===== config.mk =====
export PLATFORM = sky130hd
export DESIGN_NAME = priority_task_dispatch_queue_top
export DESIGN_NICKNAME = d
export VERILOG_FILES = /design/src/hw/rtl/ptdq_pkg.sv /design/src/hw/rtl/priority_task_dispatch_queue_top.sv /design/src/hw/rtl/ptdq_dpath.sv /design/src/hw/rtl/ptdq_ctrl.sv
export SDC_FILE = /design/constraint.sdc
export NUM_CORES = 1
export LEC_CHECK = 0
export BUFFER_PORTS_ARGS = -buffer_cell sky130_fd_sc_hd__clkbuf_2
export CORE_ASPECT_RATIO = 1.2
export CORE_MARGIN = 3
export CORE_UTILIZATION = 45
export DETAILED_ROUTE_END_ITERATION = 6
export GPL_ROUTABILITY_DRIVEN = 0
export GPL_TIMING_DRIVEN = 0
export RECOVER_POWER = 50
export SLEW_MARGIN = 10
export SYNTH_ARGS = -nofsm -noshare
export SYNTH_HDL_FRONTEND = slang
export SYNTH_SLANG_ARGS = --single-unit

===== constraint.sdc =====
create_clock -name clock -period 5.3 [get_ports clock]
set_clock_uncertainty 0.2 [all_clocks]
set_input_delay 0.265 -clock clock [delete_from_list [all_inputs] [get_ports clock]]
set_output_delay 0.265 -clock clock [all_outputs]
set_load 0.005 [all_outputs]

===== src/hw/rtl/ptdq_pkg.sv =====
package ptdq_pkg;

   localparam int QUEUE_DEPTH = 16;
   localparam int FILL_W      = $clog2(QUEUE_DEPTH + 1);
   localparam int MAX_CORES   = 8;
   localparam int CORE_W      = 4;
   localparam int ID_W        = 16;
   localparam int PRIO_W      = 8;
   localparam int TIME_W      = 16;
   localparam int STATUS_W    = 2;

   localparam logic [STATUS_W-1:0] STATUS_INSERTED   = 2'd0;
   localparam logic [STATUS_W-1:0] STATUS_DROPPED    = 2'd1;
   localparam logic [STATUS_W-1:0] STATUS_DISPATCHED = 2'd2;
   localparam logic [STATUS_W-1:0] STATUS_EMPTY      = 2'd3;

   localparam logic CMD_INSERT   = 1'b0;
   localparam logic CMD_DISPATCH = 1'b1;

   // controller to datapath
   typedef struct packed {
      logic insert;
      logic pop;
      logic emit_head;
      logic emit_zero;
   } ctl_cmd_type;

   // datapath to controller
   typedef struct packed {
      logic empty;
      logic full;
      logic last_one;
   } dp_status_type;

endpackage


===== src/hw/rtl/priority_task_dispatch_queue_top.sv =====
// Sorted task queue of QUEUE_DEPTH entries kept in descending priority, with
// equal priorities in arrival order. A request is taken when start is high and
// busy is low; each response shows for exactly one cycle with rsp_valid high
// and cannot be held off, so capture it on that cycle. An insert request
// shifts the row of queue cells in one step; its single response (inserted,
// or dropped when full) appears on the following cycle, and busy stays low so
// the next request can follow right away. A dispatch request keeps busy high
// while it emits k responses back to back, each registered in the cycle after
// its pop, one response per core starting at core 1, where k is the lesser of
// the clamped core count and the stored tasks; the first passes through the
// state register and then the response register. The cell row pops one head
// entry per cycle, which sets that rate, and a new request can be taken at the
// edge after busy drops. A dispatch on an empty queue gives a single empty
// response on the following cycle. rsp_last marks the final response of
// every request. Write the core count through csr_ only while no request is in
// flight; 0 is served as one core and values above MAX_CORES as MAX_CORES.
module priority_task_dispatch_queue_top
   import ptdq_pkg::*;
(
   input  logic                clock,
   input  logic                reset,
   // request channel
   input  logic                start,
   output logic                busy,
   input  logic                req_cmd,
   input  logic [ID_W-1:0]     req_task_id,
   input  logic [PRIO_W-1:0]   req_task_priority,
   input  logic [TIME_W-1:0]   req_run_time,
   // response channel
   output logic                rsp_valid,
   output logic [STATUS_W-1:0] rsp_status,
   output logic [CORE_W-1:0]   rsp_core_number,
   output logic [ID_W-1:0]     rsp_out_task_id,
   output logic [TIME_W-1:0]   rsp_out_run_time,
   output logic                rsp_last,
   // configuration
   input  logic                csr_valid,
   output logic                csr_ready,
   input  logic [CORE_W-1:0]   csr_num_cores
);

   ctl_cmd_type   cmd;
   dp_status_type status;

   // always take configuration writes; send them only while idle, the block does not enforce it
   assign csr_ready = 1'b1;

   // sequence requests, count cores, hold the response control fields
   ptdq_ctrl u_ctrl (
      .clock           (clock),
      .reset           (reset),
      .start           (start),
      .req_cmd         (req_cmd),
      .csr_valid       (csr_valid),
      .csr_num_cores   (csr_num_cores),
      .status          (status),
      .cmd             (cmd),
      .busy            (busy),
      .rsp_valid       (rsp_valid),
      .rsp_status      (rsp_status),
      .rsp_core_number (rsp_core_number),
      .rsp_last        (rsp_last)
   );

   // hold the sorted cell row, fill count and response payload
   ptdq_dpath u_dpath (
      .clock         (clock),
      .reset         (reset),
      .cmd           (cmd),
      .task_id       (req_task_id),
      .task_priority (req_task_priority),
      .run_time      (req_run_time),
      .status        (status),
      .rsp_task_id   (rsp_out_task_id),
      .rsp_run_time  (rsp_out_run_time)
   );

endmodule


===== src/hw/rtl/ptdq_dpath.sv =====
module ptdq_dpath
   import ptdq_pkg::*;
(
   input  logic              clock,
   input  logic              reset,
   input  ctl_cmd_type       cmd,
   input  logic [ID_W-1:0]   task_id,
   input  logic [PRIO_W-1:0] task_priority,
   input  logic [TIME_W-1:0] run_time,
   output dp_status_type     status,
   output logic [ID_W-1:0]   rsp_task_id,
   output logic [TIME_W-1:0] rsp_run_time
);

   logic [ID_W-1:0]   id_ff   [QUEUE_DEPTH];
   logic [ID_W-1:0]   id_in   [QUEUE_DEPTH];
   logic [PRIO_W-1:0] prio_ff [QUEUE_DEPTH];
   logic [PRIO_W-1:0] prio_in [QUEUE_DEPTH];
   logic [TIME_W-1:0] time_ff [QUEUE_DEPTH];
   logic [TIME_W-1:0] time_in [QUEUE_DEPTH];
   logic [QUEUE_DEPTH-1:0] keep;
   logic [FILL_W-1:0] fill_ff, fill_in;
   logic [ID_W-1:0]   out_id_ff, out_id_in;
   logic [TIME_W-1:0] out_time_ff, out_time_in;

   // a cell keeps its entry when it holds a task of equal or higher priority
   always_comb begin
      for (int i = 0; i < QUEUE_DEPTH; i++) begin
         keep[i] = (FILL_W'(i) < fill_ff) && (prio_ff[i] >= task_priority);
      end
   end

   always_comb begin
      for (int i = 0; i < QUEUE_DEPTH; i++) begin
         id_in[i]   = id_ff[i];
         prio_in[i] = prio_ff[i];
         time_in[i] = time_ff[i];
         if (cmd.insert) begin
            if (!keep[i]) begin
               if (i == 0 || keep[(i == 0) ? 0 : i - 1]) begin
                  id_in[i]   = task_id;
                  prio_in[i] = task_priority;
                  time_in[i] = run_time;
               end else begin
                  id_in[i]   = id_ff[(i == 0) ? 0 : i - 1];
                  prio_in[i] = prio_ff[(i == 0) ? 0 : i - 1];
                  time_in[i] = time_ff[(i == 0) ? 0 : i - 1];
               end
            end
         end else if (cmd.pop && i < QUEUE_DEPTH - 1) begin
            id_in[i]   = id_ff[(i < QUEUE_DEPTH - 1) ? i + 1 : i];
            prio_in[i] = prio_ff[(i < QUEUE_DEPTH - 1) ? i + 1 : i];
            time_in[i] = time_ff[(i < QUEUE_DEPTH - 1) ? i + 1 : i];
         end
      end
   end

   always_comb begin
      fill_in = fill_ff;
      if (cmd.insert) begin
         fill_in = fill_ff + FILL_W'(1);
      end else if (cmd.pop) begin
         fill_in = fill_ff - FILL_W'(1);
      end
   end

   always_comb begin
      out_id_in   = out_id_ff;
      out_time_in = out_time_ff;
      if (cmd.emit_head) begin
         out_id_in   = id_ff[0];
         out_time_in = time_ff[0];
      end else if (cmd.emit_zero) begin
         out_id_in   = '0;
         out_time_in = '0;
      end
   end

   always_ff @(posedge clock) begin
      for (int i = 0; i < QUEUE_DEPTH; i++) begin
         id_ff[i]   <= id_in[i];
         prio_ff[i] <= prio_in[i];
         time_ff[i] <= time_in[i];
      end
      out_id_ff   <= out_id_in;
      out_time_ff <= out_time_in;
   end

   always_ff @(posedge clock) begin
      if (reset) begin
         fill_ff <= '0;
      end else begin
         fill_ff <= fill_in;
      end
   end

   assign status.empty    = (fill_ff == '0);
   assign status.full     = (fill_ff == FILL_W'(QUEUE_DEPTH));
   assign status.last_one = (fill_ff == FILL_W'(1));
   assign rsp_task_id     = out_id_ff;
   assign rsp_run_time    = out_time_ff;

endmodule


===== src/hw/rtl/ptdq_ctrl.sv =====
module ptdq_ctrl
   import ptdq_pkg::*;
(
   input  logic                clock,
   input  logic                reset,
   input  logic                start,
   input  logic                req_cmd,
   input  logic                csr_valid,
   input  logic [CORE_W-1:0]   csr_num_cores,
   input  dp_status_type       status,
   output ctl_cmd_type         cmd,
   output logic                busy,
   output logic                rsp_valid,
   output logic [STATUS_W-1:0] rsp_status,
   output logic [CORE_W-1:0]   rsp_core_number,
   output logic                rsp_last
);

   localparam logic ST_IDLE = 1'b0;
   localparam logic ST_DISP = 1'b1;

   logic                state_ff, state_in;
   logic [CORE_W-1:0]   num_cores_ff, num_cores_in;
   logic [CORE_W-1:0]   core_cnt_ff, core_cnt_in;
   logic [CORE_W-1:0]   core_lim_ff, core_lim_in;
   logic                valid_ff, valid_in;
   logic [STATUS_W-1:0] status_ff, status_in;
   logic [CORE_W-1:0]   core_ff, core_in;
   logic                last_ff, last_in;
   logic                accept;
   logic                disp_last;

   assign busy      = (state_ff != ST_IDLE);
   assign accept    = start && !busy;
   assign disp_last = (core_cnt_ff == core_lim_ff) || status.last_one;

   // config write: plain capture
   always_comb begin
      num_cores_in = num_cores_ff;
      if (csr_valid) begin
         num_cores_in = csr_num_cores;
      end
   end

   always_comb begin
      state_in    = state_ff;
      core_cnt_in = core_cnt_ff;
      core_lim_in = core_lim_ff;
      valid_in    = 1'b0;
      status_in   = status_ff;
      core_in     = core_ff;
      last_in     = last_ff;
      cmd         = '0;
      case (state_ff)
         ST_IDLE: begin
            if (accept) begin
               if (req_cmd == CMD_INSERT) begin
                  cmd.insert    = !status.full;
                  cmd.emit_zero = 1'b1;
                  valid_in      = 1'b1;
                  status_in     = status.full ? STATUS_DROPPED : STATUS_INSERTED;
                  core_in       = '0;
                  last_in       = 1'b1;
               end else if (status.empty) begin
                  cmd.emit_zero = 1'b1;
                  valid_in      = 1'b1;
                  status_in     = STATUS_EMPTY;
                  core_in       = '0;
                  last_in       = 1'b1;
               end else begin
                  state_in    = ST_DISP;
                  core_cnt_in = CORE_W'(1);
                  if (num_cores_ff == '0) begin
                     core_lim_in = CORE_W'(1);
                  end else if (num_cores_ff > CORE_W'(MAX_CORES)) begin
                     core_lim_in = CORE_W'(MAX_CORES);
                  end else begin
                     core_lim_in = num_cores_ff;
                  end
               end
            end
         end
         ST_DISP: begin
            cmd.pop       = 1'b1;
            cmd.emit_head = 1'b1;
            valid_in      = 1'b1;
            status_in     = STATUS_DISPATCHED;
            core_in       = core_cnt_ff;
            last_in       = disp_last;
            core_cnt_in   = core_cnt_ff + CORE_W'(1);
            if (disp_last) begin
               state_in = ST_IDLE;
            end
         end
         default: begin
            state_in = ST_IDLE;
         end
      endcase
   end

   always_ff @(posedge clock) begin
      if (reset) begin
         state_ff     <= ST_IDLE;
         num_cores_ff <= CORE_W'(1);
         valid_ff     <= 1'b0;
      end else begin
         state_ff     <= state_in;
         num_cores_ff <= num_cores_in;
         valid_ff     <= valid_in;
      end
   end

   always_ff @(posedge clock) begin
      core_cnt_ff <= core_cnt_in;
      core_lim_ff <= core_lim_in;
      status_ff   <= status_in;
      core_ff     <= core_in;
      last_ff     <= last_in;
   end

   assign rsp_valid       = valid_ff;
   assign rsp_status      = status_ff;
   assign rsp_core_number = core_ff;
   assign rsp_last        = last_ff;

endmodule


* Word level (Yosys, flattened, before mapping)
Memories as Yosys holds them, arrays and structs flattened.
Cells that the tools add are included.
** Word-level totals
- Bits in registers :: 58
- Memory bits (writable) :: 640
- Input port bits :: 49
- Output and inout bits :: 42
- Word-level logic and storage cells :: 311
- Memories :: 3
** Cells by class
- Add/subtract/negate cells :: 3
- Order comparisons :: 33
- Eq/ne operators :: 7
- Multiplexer cells :: 223
- Bitwise gates (word level) :: 2
- Reduce and logical (&&, ||, !) cells :: 28
** Memory list
- u_dpath.id_ff :: depth 16, width 16, rd ports 16, clocked after Yosys merged registers in 0, write ports 16, RTL line ptdq_dpath.sv:15 : logic [ID_W-1:0] id_ff [QUEUE_DEPTH];
- u_dpath.time_ff :: depth 16, width 16, rd ports 16, clocked after Yosys merged registers in 0, write ports 16, RTL line ptdq_dpath.sv:19 : logic [TIME_W-1:0] time_ff [QUEUE_DEPTH];
- u_dpath.prio_ff :: depth 16, width 8, rd ports 16, clocked after Yosys merged registers in 0, write ports 16, RTL line ptdq_dpath.sv:17 : logic [PRIO_W-1:0] prio_ff [QUEUE_DEPTH];
** Operators with widths (count)
- $mux W16 :: 127
- $mux W8 :: 62
- $ge A8 B8 Y1 :: 16
- $lt A4 B5 Y1 const A :: 8
- $mux W4 :: 7
- $lt A3 B5 Y1 const A :: 4
- $logic_and A1 B1 Y1 :: 17
- $pmux W4 S2 :: 2
- $mux W1 :: 15
- $lt A1 B5 Y1 const A :: 2
- $lt A2 B5 Y1 const A :: 2
- $mux W5 :: 2
- $mux W2 :: 4
- $pmux W1 S2 :: 3
- $add A5 B1 Y5 const B :: 1
- $eq A5 B1 Y1 const B :: 1
- $eq A5 B5 Y1 const B :: 1
- $logic_not A5 Y1 :: 1
- $sub A5 B1 Y5 const B :: 1
- $add A4 B1 Y4 const B :: 1
- $eq A4 B4 Y1 :: 1
- $gt A4 B4 Y1 const B :: 1
- $logic_not A4 Y1 :: 1
- $ne A2 B2 Y1 const B :: 2
- 11 further kinds :: 14

* Depth between registers and ports, before layout
Gate-level depths: netlist (run 1).
- Depth in word-level cells :: 7
- Depth in mapped cells :: 11
- Mapped depth without buffers :: 7

* Hierarchy
A second synthesis (run 1) with hierarchy kept.
** Unflattened totals
- Cells, all modules :: 3923
- Area total of the unflattened synthesis :: 38794.7 µm²
** Modules (own cells, without submodules)
- ptdq_dpath :: times used 1, cells each 3849, area an instance 37897.6 µm², seq. area each 20279.4 µm²
- ptdq_ctrl :: times used 1, cells each 72, area an instance 885.8 µm², seq. area each 570.5 µm²
- priority_task_dispatch_queue_top :: times used 1, cells each 2, area an instance 11.3 µm², seq. area each 0.0 µm²

* Worst setup path before layout (run 1)
Ideal clock, no wire load.
- Path type :: reg-to-reg
- Start point :: reg u_dpath.fill_ff[1] (netlist name)
- End point :: mem u_dpath.id_ff[3][0], in the netlist u_dpath.id_ff[0][48] (enable)
- Setup time :: 0.493 ns
- Arrival time :: 4.868 ns
- Data required time :: 4.607 ns
- Setup slack :: -0.261 ns
- Cell stages (with the launch flop) :: 11
- Buffers on the path :: 4
- Clock period less this slack :: 5.561 ns
- Path through :: dfxtp_1 clkbuf_1 inv_1 ha_1 and4bb_4 nor3b_4 nand2_2 buf_6 buf_2 clkbuf_1 o21ai_0
** RTL lines (RTL line)
- to (decl) :: ptdq_dpath.sv:15

==> results of run 1 <==
## cell usage in the layout (no fill, tap or decap), types with 6 or more instances in the layout
master / synthesis / final
xor2_1: 8 / 8
buf_6: 53 / 51
nor2_1: 26 / 26
clkbuf_16: 0 / 79
buf_4: 45 / 38
a221o_1: 559 / 559
nand2_1: 523 / 524
a21oi_1: 519 / 519
clkinv_2: 0 / 10
clkbuf_1: 205 / 315
clkbuf_2: 0 / 71
a31oi_1: 13 / 13
o2111ai_1: 13 / 13
inv_1: 29 / 29
and2_1: 92 / 51
o21ai_4: 0 / 14
edfxtp_1: 687 / 687
bufinv_16: 0 / 6
buf_16: 0 / 16
a211o_1: 14 / 14
clkinv_1: 0 / 13
buf_2: 95 / 31
a221oi_1: 14 / 14
a211oi_1: 14 / 14
mux2_2: 40 / 38
a21o_1: 62 / 61
o21ai_1: 15 / 15
ha_1: 133 / 133
dlygate4sd3_1: 0 / 50
and2_0: 4 / 45
buf_1: 7 / 8
and3_1: 41 / 41
dfxtp_1: 11 / 11
nand2b_1: 18 / 18
## cell families (layout without fill, tap and decap cells)
group / Yosys count / count (layout) / share of synthesized area, %
flops: 698 / 698 / 54.7
buf+inv: 434 / 726 / 6.08
xor+xnor: 10 / 10 / 0.230
fa+ha+maj: 133 / 133 / 4.37
mux: 43 / 43 / 1.26
compound gates: 1254 / 1254 / 24.9
simple gates: 728 / 728 / 8.46
other cells: 1 / 3 / 0.00984
## per-layer routing
metal | track usage (%) | up-vias | share of wire, %
li1 | - | 13500 | -
met3 | 4.15 | 304 | 7.5
met1 | 33.5 | 14300 | 38
met5 | 0 | - | 0.011
met2 | 45.9 | 1572 | 48
met4 | 15.3 | 2 | 6.0
## repair_timing
| action | CTS | global route |
|---|---|---|
| setup buffers | 0 | 0 |
| hold buffers | 50 | 0 |
| hold endpoints to repair | 52 | 0 |
## area by class of cell
type                            count  share of cell area, %
Antenna cell                        2                 0.0116
Buffer                            405                   4.84
Clock buffer                      101                   4.78
Clock inverter                     37                  0.798
Inverter                           29                  0.251
Multi-Input combinational cell   2169                   34.8
Sequential cell                   698                   48.2
Tap cell                         1121                   3.24
Timing Repair Buffer              154                   3.11
## where the power goes
group | switching, W | internal [W] | leakage [nW]
Sequential | 0.000693 | 0.00782 | 6.62
Combinational | 0.00353 | 0.00205 | 8.10
Clock | 0.00223 | 0.00304 | 1.17
## metrics by stage
stage | worst slack, ns | instances | util, %
6_report | 0.246 | 4716 | 51.8
3_3_place_gp | -2.90 | 4510 | 47.8
4_1_cts | 0.623 | 4714 | 52.0
2_1_floorplan | -0.261 | 3301 | -
3_5_place_dp | 0.638 | 4526 | 48.5
5_1_grt | 0.203 | 4714 | 51.8
## state kept, by name, summed over array words and instances, names as in the netlist
register                flops
u_ctrl.busy                 1
u_ctrl.core_cnt_ff          4
u_ctrl.core_lim_ff          4
u_ctrl.num_cores_ff         4
u_ctrl.rsp_core_number      4
u_ctrl.rsp_last             1
u_ctrl.rsp_status           2
u_ctrl.rsp_valid            1
u_dpath.fill_ff             5
u_dpath.id_ff             256
u_dpath.prio_ff           128
u_dpath.rsp_run_time       16
u_dpath.rsp_task_id        16
u_dpath.time_ff           256
## path summary, 6_finish.rpt
kind	endpoint	depth (start not counted)	startpoint	slack, ns
setup / recovery	u_dpath.time_ff[1][92]$_DFFE_PP_	11	u_dpath.fill_ff[1]$_SDFFE_PP0P_	0.25
hold / removal	u_ctrl.rsp_valid$_SDFF_PP0_	3	reset	0.16
hold reg to reg	u_dpath.time_ff[1][105]$_DFFE_PP_	1	u_dpath.time_ff[1][121]$_DFFE_PP_	0.35
setup reg to reg	u_dpath.time_ff[1][92]$_DFFE_PP_	11	u_dpath.fill_ff[1]$_SDFFE_PP0P_	0.25
## worst min-delay path, cell delays in order
cell and delay, ns:
dlygate4sd3_1 0.54, clkbuf_2 0.11, nor2b_1 0.04
==> results.ini, run 1 <==
[sta]
rsz0062_at_grt=no
fin_crit_sh_pct=95.3
fin_tns_setup_ns=0
slew_headroom_pct=-17.0
clock.fmax_ghz=0.198
setup_viol=0
hold-worst-slack_ns=0.165
tightest_slew_ns=1.73
drv_slew=7
hold_viol_final=0
min_period_ns=5.05

[yosys]
syn_inst=3301
synth_cell_type_count=54
ys_dominant_reg_cell=edfxtp_1
synth_seq_cells=698
synth_warnings=0
synth_area_leader_cell=edfxtp_1
synth.avg_cell_area_um2=11.5
netlist.area_leader.share_pct=54.1
synth.area.top_cells=edfxtp_1 54%, a221o_1 15%, a21oi_1 6.8%
yosysSeqAreaShare_pct=54.7
synth_nets=3483
synth-edff-count=687
yosys-top-cells-count=687 x edfxtp_1, 559 x a221o_1, 523 x nand2_1
yosysMostFrequentCell=edfxtp_1
async_flop_share_pct=0
syn_area_um2=38100

[worst_setup_path]
arrival_ns=5.35
critical-path-top-delay-family=buffers and inverters
startpoint_type=register
path_class=register to register
cp_slowest_cell=nor4b_1
cp_cell_sequence=clkbuf_1 -> inv_1 -> ha_1 -> and4bb_1 -> nor4b_1 -> clkbuf_1 -> clkbuf_1 -> buf_4 -> nand2_1 -> a21oi_1 -> a221o_1
critical_path_required_ns=5.60
cp_common_cell=clkbuf_1
cpPeakStageDelay_ns=1.38
critPathMaxFanout=10
crit_path_end_kind=register
cp.buffers_inverters=5

[finish]
drive_gt1_share_pct=10.3
multiInputGateArea_um2=15100
seq_area_um2=20900
fillers=7502
syn_to_final_growth_pct=13.6
stdcell_area_um2=43300
nets=3716

[floorplan]
pin_count=91
dieArea_um2=88200
fp-row-count=116
die_y_um=325
coreArea_um2=83600
start_util_pct=45.6
die_w_um=272

[drt]
avgViaCountPerCell=6.31
drc_errors=0
routedWlPerCell_um=26.2
first_pass_iters=6
num_vias=29700
antenna_left=0
routed_wl_um=124000
drt_iter0_drc=3321

[grt]
grt_pass1_vias=30200
antenna_found_initial=5
grt_pass1_wl_um=184000
grt_max_degree=34
overflow=0
grtUsageTotal_pct=27.3

[clock_network]
clk_latency_ns=0.65
path_clk_slew_ns=0.06
clock-sinks=698
cts_resized=0
h-tree-depth=3
cts_made_buffers=77
tritoncts=built
cts_max_path_buffers=3
cts_root_buf=clkbuf_16

[power_and_ir_drop]
p_per_area_nw_per_um2=447
power_w=0.0194
p_leak_nw=15.9
peakVddDrop_mv=0.217

[run_status]
failed_checks=max-capacitance violations, max-slew violations
status=finished with violations

[min_path]
hold_class=input pin to register

[placement]
post_dp_cell_area_um2=40500
placement.io_buffers=88
dp_hpwl_um=99500

[flow_run]
maxCapViolCount=1

(Power assumes the default switching activity.)
==> inputs of run 2 (changes only) <==
Clock period 5.3 ns to 5.59 ns, I/O delays scaled along.
==> run 2 against run 1 <==
The flow still finishes with violations (max-capacitance violations, max-slew violations). Wire length is essentially flat. Final cell count is the same. Sequential power shrank 5.1%. Sequential share of layout area shrank 0.16 points. Non-clock buffer count is the same. First-iteration DRC count shrank 4.3%. Maximum frequency grew 0.91%. Critical path depth shrank 1.
==> results.ini, run 2 (synthesis results as in run 1) <==
[run_status]
status=finished with violations  ; unchanged
failed_checks=max-capacitance violations, max-slew violations  ; unchanged

[finish]
syn_to_final_growth_pct=14.0  ; was 13.6%
drive_gt1_share_pct=10.5  ; was 10.3%
reg_top3=u_dpath.id_ff x256, u_dpath.time_ff x256, u_dpath.prio_ff x128  ; unchanged
layout_commonest_cell=edfxtp_1  ; unchanged
stdcell_area_um2=43400  ; was 43300 um^2
fillers=7526  ; was 7502
final_cell_mix=687 x edfxtp_1, 559 x a221o_1, 524 x nand2_1, 519 x a21oi_1, 312 x clkbuf_1  ; was 687 x edfxtp_1, 559 x a221o_1, 524 x nand2_1, 519 x a21oi_1, 315 x clkbuf_1
nets=3715  ; was 3716

[sta]
tightest_slew_ns=1.66  ; was 1.73 ns
hold_viol_final=0  ; unchanged
clock.fmax_ghz=0.200  ; was 0.198 GHz
drv_slew=6  ; was 7
setup_viol=0  ; unchanged
slew_headroom_pct=-12.5  ; was -17.0%
rsz0062_at_grt=no  ; unchanged
min_period_ns=5.01  ; was 5.05 ns
fin_crit_sh_pct=89.6  ; was 95.3%

[clock_network]
tritoncts=built  ; unchanged
cts_max_path_buffers=3  ; unchanged
path_clk_slew_ns=0.06  ; about the same
h-tree-depth=3  ; unchanged
clk_latency_ns=0.63  ; was 0.65 ns
cts_setup_buffers=0  ; unchanged
clock-sinks=698  ; unchanged
holdBufCountCts=50  ; unchanged
cts_root_buf=clkbuf_16  ; unchanged
cts_resized=0  ; unchanged
cts_made_buffers=76  ; was 77

[worst_setup_path]
cp_common_cell=clkbuf_1  ; unchanged
r2r-start=u_dpath.fill_ff[1]$_SDFFE_PP0P_  ; unchanged
cp_cell_sequence=clkbuf_1 -> inv_1 -> ha_1 -> and4bb_1 -> nor4b_1 -> clkbuf_1 -> and2_0 -> clkbuf_1 -> clkbuf_1 -> a221o_1  ; was clkbuf_1 -> inv_1 -> ha_1 -> and4bb_1 -> nor4b_1 -> clkbuf_1 -> clkbuf_1 -> buf_4 -> nand2_1 -> a21oi_1 -> a221o_1
crit_path_end_kind=register  ; unchanged
arrival_ns=5.30  ; was 5.35 ns
critical-path-top-delay-family=buffers and inverters  ; unchanged
reg2reg_to=u_dpath.time_ff[1][111]$_DFFE_PP_  ; was u_dpath.time_ff[1][92]$_DFFE_PP_
path_class=register to register  ; unchanged
critical_path_required_ns=5.88  ; was 5.60 ns
cp.buffers_inverters=5  ; unchanged
cp_slowest_cell=nor4b_1  ; unchanged
reg2reg_depth=10  ; was 11
critPathMaxFanout=10  ; unchanged
worst-r2r-setup-slack_ns=0.58  ; was 0.25 ns
cpPeakStageDelay_ns=1.33  ; was 1.38 ns
startpoint_type=register  ; unchanged

[grt]
grtUsageTotal_pct=27.3  ; about the same
overflow=0  ; unchanged
grt_max_degree=34  ; unchanged
grt_pass1_wl_um=184000  ; about the same
antenna_found_initial=6  ; was 5
grt_pass1_vias=30000  ; was 30200

[drt]
routedWlPerCell_um=26.2  ; about the same
drc_errors=0  ; unchanged
antenna_left=0  ; unchanged
routed_wl_um=124000  ; about the same
drt_iter0_drc=3178  ; was 3321
num_vias=29500  ; was 29700
avgViaCountPerCell=6.25  ; was 6.31
first_pass_iters=6  ; unchanged

[placement]
post_dp_cell_area_um2=40500  ; about the same
dp_hpwl_um=99100  ; was 99500 um
placement.io_buffers=88  ; unchanged

[power_and_ir_drop]
p_per_area_nw_per_um2=428  ; was 447 nW/um^2
power_w=0.0186  ; was 0.0194 W
p_leak_nw=16.0  ; was 15.9 nW
peakVddDrop_mv=0.189  ; was 0.217 mV

[floorplan]
pin_count=91  ; unchanged
coreArea_um2=83600  ; unchanged
die_y_um=325  ; unchanged
start_util_pct=45.6  ; unchanged
fp-row-count=116  ; unchanged
die_w_um=272  ; unchanged
dieArea_um2=88200  ; unchanged

[min_path]
hp-start=reset  ; unchanged
hold_path_depth=3  ; unchanged
hold_class=input pin to register  ; unchanged
hold_end=u_ctrl.rsp_valid$_SDFF_PP0_  ; unchanged

[flow_run]
maxCapViolCount=1  ; unchanged

-- run 2: cell types whose count changed in the layout (fill, tap and decap cells not counted), moves of 2 or more --
cell	delta
clkbuf_1	-3
buf_2	+2
clkinv_2	+4
mux2_2	+2
clkbuf_2	-7
bufinv_16	+4
buf_4	+3
inv_6	-4
clkbuf_16	+2
mux2_1	-2
-- run 2: layout make-up --
| type | instances | area (um^2) | area share, % |
|---|---|---|---|
| plain buffers | 405 | 2110 | 4.86 |
| diodes | 1 | 2.50 | 0.00576 |
| clock inverters | 41 | 450 | 1.04 |
| flip-flops and latches | 698 | 20900 | 48.0 |
| well taps | 1121 | 1400 | 3.23 |
| inverters | 29 | 109 | 0.251 |
| clock buffers | 98 | 2100 | 4.84 |
| repair buffers | 154 | 1340 | 3.08 |
| multi-input cells | 2169 | 15100 | 34.7 |
-- run 2: tightest hold or removal path, stage by stage --
cell           delay (ns)
dlygate4sd3_1        0.52
clkbuf_1             0.12
nor2b_1              0.05
-- run 2: worst max-delay path by stage --
stage | cells past startpoint | to | slack [ns] | from
final | 10 | u_dpath.time_ff[1][111]$_DFFE_PP_ | 0.58 | u_dpath.fill_ff[1]$_SDFFE_PP0P_
after global routing | 11 | u_dpath.time_ff[1][29]$_DFFE_PP_ | 0.37 | u_dpath.fill_ff[1]$_SDFFE_PP0P_
after CTS | 10 | u_dpath.time_ff[0][28]$_DFFE_PP_ | 0.88 | u_dpath.fill_ff[1]$_SDFFE_PP0P_
after detailed placement | 10 | u_dpath.time_ff[0][29]$_DFFE_PP_ | 0.89 | u_dpath.fill_ff[1]$_SDFFE_PP0P_
after global placement | 10 | u_dpath.time_ff[1][93]$_DFFE_PP_ | -2.56 | req_task_priority[7]
after floorplan | 10 | u_dpath.id_ff[0][48]$_DFFE_PP_ | 0.03 | u_dpath.fill_ff[1]$_SDFFE_PP0P_
-- run 2: stage by stage --
stage | setup WS (ns) | instances | TNS (ns) | utilization (%) | hold WS (ns)
final | 0.582 | 4716 | 0 | 52.0 | 0.186
after global routing | 0.372 | 4715 | 0 | 52.0 | 0.205
after floorplan | 0.0294 | 3301 | 0 | - | 0.151
after CTS | 0.880 | 4715 | 0 | 52.1 | 0.139
after global placement | -2.56 | 4510 | -1227.97 | 47.8 | 0.260
after detailed placement | 0.894 | 4526 | 0 | 48.5 | 0.263
-- run 2: layer usage --
layer | track usage (%) | vias to the layer above | share of wire, %
li1 | - | 13500 | -
met5 | 0 | - | 0
met2 | 46.1 | 1478 | 48
met1 | 33.7 | 14200 | 39
met4 | 14.6 | 0 | 5.7
met3 | 4.11 | 282 | 7.2
-- run 2: power by group --
group          internal (W)  switching (W)
clock network       0.00311        0.00213
logic               0.00194        0.00333
registers           0.00742       0.000666
